--- src/design/vdi_pkg.sv ---
`timescale 1ns / 1ps

package vdi_pkg;

  localparam int MAX_VERTICES = 1024;
  localparam int KEY_W        = 256;
  localparam int VIDX_W       = 10;
  localparam int IDX_W        = $clog2(MAX_VERTICES);
  localparam int CNT_W        = $clog2(MAX_VERTICES + 1);
  localparam int SLOTS        = (MAX_VERTICES < 32) ? (1 << $clog2(MAX_VERTICES)) : 32;
  localparam int CELLS        = (MAX_VERTICES + SLOTS - 1) / SLOTS;
  localparam int WAIT_W       = $clog2(CELLS + 1);

  typedef logic [KEY_W-1:0]  key_t;
  typedef logic [IDX_W-1:0]  idx_t;
  typedef logic [CNT_W-1:0]  cnt_t;
  typedef logic [VIDX_W-1:0] vidx_t;
  typedef logic [WAIT_W-1:0] wait_t;

  typedef struct packed {
    logic [31:0] pos_x;
    logic [31:0] pos_y;
    logic [31:0] pos_z;
    logic [31:0] norm_x;
    logic [31:0] norm_y;
    logic [31:0] norm_z;
    logic [31:0] tex_u;
    logic [31:0] tex_v;
    logic        mesh_end;
  } vtx_t;

  typedef struct packed {
    vidx_t vertex_index;
    logic  is_new;
    logic  overflow;
    logic  mesh_done;
  } res_t;

  typedef struct packed {
    key_t key;
    cnt_t count;
    logic wr_en;
  } bcast_t;

  typedef struct packed {
    logic hit;
    idx_t idx;
  } chain_t;

  typedef enum logic [1:0] {
    S_IDLE,
    S_SEARCH,
    S_RESOLVE
  } state_t;

endpackage

--- src/design/vdi_ctrl.sv ---
`timescale 1ns / 1ps

module vdi_ctrl (
  input  logic            clk,
  input  logic            rst,
  input  logic            vtx_valid,
  output logic            vtx_ready,
  input  vdi_pkg::vtx_t   vtx,
  output logic            res_valid,
  input  logic            res_ready,
  output vdi_pkg::res_t   res,
  output vdi_pkg::bcast_t bcast,
  input  vdi_pkg::chain_t chain_end
);

  vdi_pkg::state_t state;
  vdi_pkg::state_t state_next;
  vdi_pkg::wait_t  wait_cnt;
  vdi_pkg::key_t   key;
  logic            last;
  vdi_pkg::cnt_t   count;
  vdi_pkg::cnt_t   count_next;
  vdi_pkg::res_t   res_next;
  logic            out_free;
  logic            res_load;
  logic            room;
  logic            wr_en;

  assign out_free = !res_valid || res_ready;
  assign room     = count < vdi_pkg::cnt_t'(vdi_pkg::MAX_VERTICES);

  always_comb begin
    state_next = state;
    unique case (state)
      vdi_pkg::S_IDLE: begin
        if (vtx_valid) state_next = vdi_pkg::S_SEARCH;
      end
      vdi_pkg::S_SEARCH: begin
        if (wait_cnt == vdi_pkg::wait_t'(vdi_pkg::CELLS)) state_next = vdi_pkg::S_RESOLVE;
      end
      vdi_pkg::S_RESOLVE: begin
        if (out_free) state_next = vdi_pkg::S_IDLE;
      end
      default: state_next = vdi_pkg::S_IDLE;
    endcase
  end

  always_comb begin
    vtx_ready = (state == vdi_pkg::S_IDLE);
    res_load  = (state == vdi_pkg::S_RESOLVE) && out_free;
    wr_en     = res_load && !chain_end.hit && room;
    res_next.mesh_done = last;
    priority if (chain_end.hit) begin
      res_next.vertex_index = vdi_pkg::vidx_t'(chain_end.idx);
      res_next.is_new       = 1'b0;
      res_next.overflow     = 1'b0;
    end else if (room) begin
      res_next.vertex_index = vdi_pkg::vidx_t'(vdi_pkg::idx_t'(count));
      res_next.is_new       = 1'b1;
      res_next.overflow     = 1'b0;
    end else begin
      res_next.vertex_index = '0;
      res_next.is_new       = 1'b0;
      res_next.overflow     = 1'b1;
    end
    if (last) begin
      count_next = '0;
    end else if (res_next.is_new) begin
      count_next = count + 1'b1;
    end else begin
      count_next = count;
    end
    bcast.key   = key;
    bcast.count = count;
    bcast.wr_en = wr_en;
  end

  always_ff @(posedge clk) begin
    if (rst) begin
      state     <= vdi_pkg::S_IDLE;
      wait_cnt  <= '0;
      count     <= '0;
      res_valid <= 1'b0;
    end else begin
      state    <= state_next;
      wait_cnt <= (state == vdi_pkg::S_SEARCH) ? wait_cnt + 1'b1 : '0;
      if (res_load) begin
        count     <= count_next;
        res_valid <= 1'b1;
      end else if (res_ready) begin
        res_valid <= 1'b0;
      end
    end
  end

  always_ff @(posedge clk) begin
    if (vtx_valid && vtx_ready) begin
      key  <= {vtx.pos_x, vtx.pos_y, vtx.pos_z, vtx.norm_x,
               vtx.norm_y, vtx.norm_z, vtx.tex_u, vtx.tex_v};
      last <= vtx.mesh_end;
    end
    if (res_load) begin
      res <= res_next;
    end
  end

  a_count_bound: assert property (@(posedge clk) disable iff (rst)
    count <= vdi_pkg::cnt_t'(vdi_pkg::MAX_VERTICES))
    else $error("vertex count beyond table size");

  a_mesh_clear: assert property (@(posedge clk) disable iff (rst)
    res_load && last |=> count == '0)
    else $error("table not cleared after mesh end");

  a_insert_step: assert property (@(posedge clk) disable iff (rst)
    wr_en && !last |=> count == $past(count) + 1'b1)
    else $error("insert did not advance count");

  a_flags_excl: assert property (@(posedge clk) disable iff (rst)
    res_valid |-> !(res.is_new && res.overflow))
    else $error("new and overflow together");

endmodule

--- config.mk ---
export PLATFORM = sky130hd
export DESIGN_NAME = vdi_ctrl
export DESIGN_NICKNAME = d
export VERILOG_FILES = /design/src/design/vdi_pkg.sv /design/src/design/vdi_ctrl.sv
export SDC_FILE = /design/constraint.sdc
export NUM_CORES = 1
export LEC_CHECK = 0
export ABC_AREA = 1
export ABC_CLOCK_PERIOD_IN_PS = 11000
export BUFFER_PORTS_ARGS = -buffer_cell sky130_fd_sc_hd__buf_2
export CAP_MARGIN = 40
export CORE_AREA = 3 3 215 217
export CTS_CLUSTER_SIZE = 14
export DETAILED_ROUTE_END_ITERATION = 10
export DIE_AREA = 0 0 218 220
export GPL_TIMING_DRIVEN = 0
export SETUP_SLACK_MARGIN = 0.5
export SLEW_MARGIN = 10
export SYNTH_ARGS = -nofsm -noshare
export SYNTH_HDL_FRONTEND = slang
export SYNTH_SLANG_ARGS = --single-unit
--- constraint.sdc ---
create_clock -name clk -period 11 [get_ports clk]
set_input_delay 2.2 -clock clk [delete_from_list [all_inputs] [get_ports clk]]
set_output_delay 2.2 -clock clk [all_outputs]
set_load 0.02 [all_outputs]
* Yosys cells after proc, flatten, opt, wreduce, memory -nomap -nowiden
Cells that the tools add are included.
** Storage, ports and cells
- Register bits :: 290
- Bits of input ports :: 272
- Output and inout port bits :: 283
- Word-level logic and storage cells :: 43
** Cells by class
- Add/subtract/negate cells :: 2
- Order comparisons :: 1
- Equality and inequality tests :: 6
- Mux-type cells :: 10
- Bitwise logic cells :: 1
- Reductions and logical operators :: 13
** Operators with widths (number)
- two-way mux 12 bit :: 2
- two-way mux 11 bit :: 2
- adder 11 x 1 -> 11 bit (second input constant) :: 1
- less-than comparator 11 bit (second input constant) :: 1
- adder 6 x 1 -> 6 bit (second input constant) :: 1
- == test 6 bit (second input constant) :: 1
- two-way mux 2 bit :: 3
- inequality test 2 bit (second input constant) :: 3
- one-hot mux 2 bit (3 select lines) :: 1
- logical AND 1 bit :: 4
- nonzero test 2 bit :: 2
- AND reduction 3 bit :: 1
- == test 2 x 1 -> 1 bit (second input constant) :: 1
- == test 2 bit (second input constant) :: 1
- logical NOT 1 bit :: 2
- logical NOT 2 bit :: 1
- two-way mux 1 bit :: 2
- AND reduction 2 bit :: 1
- OR reduction 2 bit :: 1
- logical OR 1 bit :: 1
- NOT 1 bit :: 1

* Longest topological paths before layout
Gate-level depths: netlist (run 1).
- Depth in word-level cells :: 5
- Depth in mapped cells :: 8
- Depth with buffers taken out :: 8

* Least setup slack after synthesis (run 1)
No wires, ideal clock.
- Path kind :: input to register
- Start point :: input port vtx_valid
- End point :: register key[0] (enable)
- Setup time :: 0.607 ns
- Data arrival time :: 7.227 ns
- Data required time :: 10.393 ns
- Setup slack :: 3.166 ns
- Stages on the path :: 2
- Buffers on the path :: 0
- Path through :: nand2_1 > inv_1
** On the way
- Longest elaborated chain between the ends :: 1
** RTL lines
- from (decl) :: line vdi_ctrl.sv:6 : input logic vtx_valid,
- logical AND 1 bit :: line vdi_ctrl.sv:97 : if (vtx_valid && vtx_ready) begin
- to (signal assigned) :: line vdi_ctrl.sv:98 : key <= {vtx.pos_x, vtx.pos_y, vtx.pos_z, vtx.norm_x,
- to (decl) :: line vdi_ctrl.sv:19 : vdi_pkg::key_t key;
Every way passes these cells.
A chain may end at the register's enable or synchronous reset.

* Final worst setup path (run 1)
- Start point :: input port res_ready
- End point :: output port bcast[0] (netlist bit)
** On the way
- Longest elaborated chain between the ends :: 4
** RTL lines
- from (decl) :: line vdi_ctrl.sv:10 : input logic res_ready,
- logical OR 1 bit :: line vdi_ctrl.sv:29 : assign out_free = !res_valid || res_ready;
- logical AND 1 bit :: line vdi_ctrl.sv:50 : res_load = (state == vdi_pkg::S_RESOLVE) && out_free;
- named net res_load :: line vdi_ctrl.sv:25 : logic res_load;
- logical AND 1 bit (2 in a row) :: line vdi_ctrl.sv:51 : wr_en = res_load && !chain_end.hit && room;
- to (decl) :: line vdi_ctrl.sv:12 : output vdi_pkg::bcast_t bcast,
The timed path passes the listed nets, and every way through them passes these cells.

==> out/results.txt, run 1 <==
FILL cells: 4,446
Synth Flop Type: edfxtp_1
Max-Slew Margin vs Limit: 56.10%
Reg area: 0.008508 mm²
Worst-margin pin slew: 0.6586 ns
Layout cell share with drive strength beyond 1: 58.76%
Cell variety after synth: 23
First-pass GRT wire length: 40.40 mm
Post-cts repair resize count: 0
Placer Congestion: 0.7566
Total power: 2.629 mW
Detail Placement HPWL: 23.08 mm
Slowest CP cell: nor2_4
Cts bufs inserted: 35
WL/cell: 18.00 µm
Crit Path Class: in -> out
Clock root buffer: clkbuf_16
Mapped Cells: 436
Max Cap Viol: 0
Top fanout value on the critical path: 15
Worst R2R Setup Slack: 9.10 ns
Req. time, crit path: 8.80 ns
Clock-pin slew on the worst setup and hold paths: 0.05 ns
Fin nets: 1,304
Syn Std Cell Area: 0.009209 mm²
Number of global-route vias before repair: 6,246
1st-pass router iterations: 6
Total gr overflow: 0
Global-route usage over all layers: 11.46%
Crit share post-route: 49.67%
Fin Clk Skew: 0.006579 ns
TritonCTS clock tree: done
Area delta synth->final: 50.77%
Worst Path Arrival: 3.26 ns
Synthesized Nets: 711
Pwr Density: 189.3 mW/mm²
Post-synthesis sequential area ratio: 92.39%
Pre-CTS setup slack: 5.526 ns
Unrepaired setup endpoints after global routing: no
Hold_ws: 0.4578 ns
Yosys reg bits: 290
Die height: 220 µm
Leak: 5.803 nW
Hold Fails Final Rpt: 0
Async S/R FF share, synth: 0%
Die footprint: 0.04796 mm²
Final setup fails: 0
Syn_area_per_cell: 21.12 µm²
Yosys warning count: 0
Fmax achieved: 183.0 MHz
Slowest cell delay on critical path: 0.38 ns
Post-DRT Antenna Nets: 0
Fin. max-slew vios: 0
Number of synthesized flops with an enable pin: 270
Post-CTS Setup Bufs: 0
Setup TNS: 0 ns
Routed WL: 29.60 mm
Post-synth top cells: 270 x edfxtp_1, 39 x nand2_1, 25 x nor2_1
Clk_lat worst skew: 0.51 ns
Crit path launch type: input port
Area of the multi-input gates: 591.8 µm²
Largest cells by area after synthesis: edfxtp_1 88%, dfxtp_1 4.3%, nand2_1 1.6%
Starting DRT DRC Count: 264
Site row count: 77
Initial core utilization: 20.78%
I/O Pins: 555
Largest net degree at the start of global routing: 118
Hold_buf cts: 0
Clock buffer depth: 3
Final min period: 5.464 ns
Routed vias: 6,177
CTS Sinks: 290
Port Buf Inserts: 554
DR vias/cell: 3.757
Synth top area share: 88.04%
# DRC: 0
HP Class: reg -> reg
Final WS setup: 5.536 ns
Cell taking the most area after synthesis: edfxtp_1
Setup crit end kind: output port
Crit path cell chain: buf_2 -> nor2_1 -> nor2_4 -> nand2_1 -> inv_1 -> buf_4 -> buf_2
CTS H-Tree Depth: 2
Status: finished clean
Most common cell on crit path: buf_2
Die width: 218 µm
Core Area: 0.04432 mm²
Antenna violations before repair: 13
Most numerous cell in the Yosys netlist: edfxtp_1
Peak VDD IR: 0.1063 mV
==> critical path, delay by kind of cell <==
| family | cells | cell delay (ns) |
|---|---|---|
| AND/OR/NAND/NOR | 3 | 0.61 |
| buffers and inverters | 4 | 0.44 |
==> logic make-up (layout without fill, tap and decap cells) <==
group	after synthesis	after routing	share of synthesized area [%]
flops	290	290	92.39
xor+xnor	2	2	0.1903
fa+ha+maj	3	3	0.4077
other cells	0	2	0
compound gates	22	22	1.304
buf+inv	28	642	1.182
simple gates	91	91	4.524
==> area by class of cell <==
type | count | area share, %
multi-input combinational | 118 | 4.262
tap | 592 | 5.335
inverter | 26 | 0.7570
clock buffer | 45 | 6.885
antenna | 2 | 0.03605
sequential | 290 | 61.28
buffer | 2 | 0.08110
timing repair buffer | 556 | 20.37
clock inverter | 13 | 1.000
==> placed cells by master, fill, tap and decap left out, drive strengths merged <==
cell / instances
o31ai: 1
nand4: 2
nor3: 5
bufinv: 3
clkbuf: 46
buf: 557
xor2: 2
nor2: 31
ha: 3
a22o: 1
nand2: 42
a21oi: 8
nand3: 10
clkinv: 10
inv: 26
diode: 2
nor3b: 1
edfxtp: 270
o21ai: 12
dfxtp: 20
==> through the flow <==
step           std cells  utilization (%)  cell area (µm²)
2_1_floorplan        436                -             9209
3_3_place_gp        1582            28.71            12720
3_5_place_dp        1584            28.85            12780
4_1_cts             1642            31.32            13880
5_1_grt             1643            31.32            13880
6_report            1644            31.33            13880
==> power breakdown <==
part	switching, mW	internal (mW)	leakage, nW	total (mW)
sequential	0.0158	1.28	2.74	1.30
combinational	0.148	0.0749	2.52	0.223
clock	0.429	0.680	0.538	1.11
==> sequential cells by signal, indices dropped and copies added, names as in the netlist <==
| signal | count |
|---|---|
| wait_cnt | 6 |
| res | 13 |
| res_valid | 1 |
| last | 1 |
| state | 2 |
| key | 256 |
| count | 11 |
==> final timing paths <==
path / start / to / cells past startpoint
worst max register to register: state[1] / key[79] / 4
worst min-delay path: wait_cnt[0] / wait_cnt[0] / 1
worst min register to register: wait_cnt[0] / wait_cnt[0] / 1
worst max-delay path: res_ready / bcast[0] / 7
==> routing by layer <==
| layer | global-route usage (%) | routed length, µm |
|---|---|---|
| met5 | 0 | 69 |
| met4 | 3.588 | 715 |
| met3 | 5.447 | 3095 |
| met2 | 19.49 | 14770 |
| met1 | 12.74 | 10950 |
Power figures use the tool's default switching activity.
==> run 2: changes to the inputs <==
ABC_AREA = 0   (was 1)
ABC_CLOCK_PERIOD_IN_PS = 5600   (was 11000)
CORE_AREA = 3 3 214 216   (was 3 3 215 217)
DIE_AREA = 0 0 217 219   (was 0 0 218 220)
clock period = 5.6 ns   (was 11 ns; I/O delays follow)
==> out/results.txt, run 2 <==
Fin nets: 1,276
Number of global-route vias before repair: 6,261
Placed inst area: 0.01286 mm²
Site row count: 77
Synth top area share: 87.75%
Async S/R FF share, synth: 0%
Most numerous cell in the Yosys netlist: edfxtp_1
Top reg by flops: key
Clock buffer depth: 3
Routed vias: 6,079
Top fanout value on the critical path: 9
Cts bufs inserted: 34
Slowest cell delay on critical path: 0.21 ns
Post-CTS Setup Bufs: 0
Max-Slew Margin vs Limit: 49.57%
Crit path launch type: input port
Placer Congestion: 0.7730
Total gr overflow: 0
Fin Clk Skew: 0.01620 ns
Worst-margin pin slew: 0.7565 ns
Detail Placement HPWL: 22.96 mm
Layout cell share with drive strength beyond 1: 60.62%
Hold_buf cts: 0
Post-synth top cells: 270 x edfxtp_1, 20 x dfxtp_1, 15 x nand2_1
Post-synthesis sequential area ratio: 92.08%
Syn Std Cell Area: 0.009240 mm²
Post-DRT Antenna Nets: 0
Core Area: 0.04412 mm²
Post-cts repair resize count: 0
Commonest cells after routing, fill and taps aside: 554 x buf_2, 270 x edfxtp_1, 35 x clkbuf_16
Peak VDD IR: 0.2259 mV
TritonCTS clock tree: done
Req. time, crit path: 4.48 ns
Most common cell after layout, fill and taps aside: buf_2
Yosys reg bits: 290
Crit path max-delay family: buffers and inverters
Unrepaired setup endpoints after global routing: no
Fmax achieved: 318.5 MHz
Final min period: 3.140 ns
Crit path buf inv count: 4
Crit path cell chain: buf_2 -> nand2b_2 -> buf_8 -> and3_2 -> buf_4 -> buf_2
1st-pass router iterations: 4
Yosys warning count: 0
CTS H-Tree Depth: 2
Fin area: 0.01396 mm²
Die height: 219 µm
Fin. max-slew vios: 0
Largest cells by area after synthesis: edfxtp_1 88%, dfxtp_1 4.3%, nand2_1 0.61%
Cell variety after synth: 41
DR vias/cell: 3.743
Max reg flops: 256
Mapped Cells: 407
Setup crit end kind: output port
Crit share post-route: 56.07%
Area delta synth->final: 51.13%
Die width: 217 µm
Cell taking the most area after synthesis: edfxtp_1
Synth Flop Type: edfxtp_1
Most common cell on crit path: buf_2
Status: finished clean
Worst Path Arrival: 2.02 ns
Final setup fails: 0
Initial core utilization: 20.94%
Die footprint: 0.04752 mm²
Placed Cells: 1,557
# DRC: 0
Number of synthesized flops with an enable pin: 270
Starting DRT DRC Count: 297
Leak: 5.727 nW
Clock-pin slew on the worst setup and hold paths: 0.05 ns
Antenna violations before repair: 12
Syn_area_per_cell: 22.70 µm²
Port Buf Inserts: 554
Hold Fails Final Rpt: 0
Synthesized Nets: 682
Largest net degree at the start of global routing: 59
Largest regs: key: 256 flops, res: 13 flops, count: 11 flops
First-pass GRT wire length: 39.60 mm
Routed WL: 29.11 mm
Clk_lat worst skew: 0.52 ns
Hold_ws: 0.4683 ns
WL/cell: 17.93 µm
Global-route usage over all layers: 11.38%
Clock root buffer: clkbuf_16
Pwr Density: 365.2 mW/mm²
Max Cap Viol: 0
CTS Sinks: 290
I/O Pins: 555
HP Class: reg -> reg
Finished Layout Cells: 1,624
Crit Path Class: in -> out
Slowest CP cell: and3_2
run 2: cell types whose count changed in the layout (fill, tap and decap cells not counted), moves of 5 or more:
| cell | change |
|---|---|
| nor2_4 | -5 |
| nand2b_1 | +7 |
| nand2_1 | -24 |
| nor3_1 | -5 |
| nor2_1 | -13 |
| inv_1 | -17 |
run 2: stage by stage:
step / TNS, ns / power, mW / worst slack (ns) / utilization [%]
floorplan: 0 / 2.762 / 0.8995 / -
global placement: -126.01 / 2.987 / -0.5159 / 28.91
detailed placement: 0 / 2.990 / 2.454 / 29.14
CTS: 0 / 5.209 / 2.452 / 31.61
global route: 0 / 5.314 / 2.434 / 31.63
finish: 0 / 5.100 / 2.460 / 31.65
run 2: per-layer routing:
metal,wire length (µm),vias up,track usage (%)
li1,-,2799,-
met1,10960,2919,13.02
met2,14480,300,19.07
met3,2910,55,5.054
met4,708,6,3.783
met5,47,-,0
run 2: final cells by class:
class / count / area [µm²]
Fill cell: 4421 / 30160
Clock inverter: 20 / 192.7
Antenna cell: 6 / 15.01
Clock buffer: 41 / 898.4
Inverter: 5 / 18.77
Multi-Input combinational cell: 106 / 670.6
Sequential cell: 290 / 8508
Buffer: 6 / 45.04
Tap cell: 592 / 740.7
Timing Repair Buffer: 558 / 2875
run 2: worst register-to-register path: cells and delay by family (launching register included):
| kind | cells | cell delay [ns] |
|---|---|---|
| buf+inv | 2 | 0.66 |
| flops | 1 | 0.36 |
| simple gates | 2 | 0.80 |
run 2: power by group:
group / internal [mW] / switching [mW] / leakage, nW
clock: 1.29 / 0.874 / 0.531
combinational: 0.144 / 0.265 / 2.47
sequential: 2.50 / 0.0271 / 2.73
run 2: final timing paths:
| check | from | endpoint | slack (ns) | cells past startpoint |
|---|---|---|---|---|
| worst max-delay path | res_ready | bcast[0] | 2.46 | 6 |
| worst min-delay path | wait_cnt[0] | wait_cnt[0] | 0.47 | 1 |
| worst max register to register | state[0] | key[55] | 3.43 | 4 |
| worst min register to register | wait_cnt[0] | wait_cnt[0] | 0.47 | 1 |
run 2: logic make-up (layout without fill, tap and decap cells):
family,after synthesis,after routing,synth area share [%]
compound gates,32,32,2.180
xor+xnor,6,6,0.5688
fa+ha+maj,3,3,0.4063
buf+inv,11,630,0.6906
flops,290,290,92.08
other cells,0,6,0
simple gates,65,65,4.076
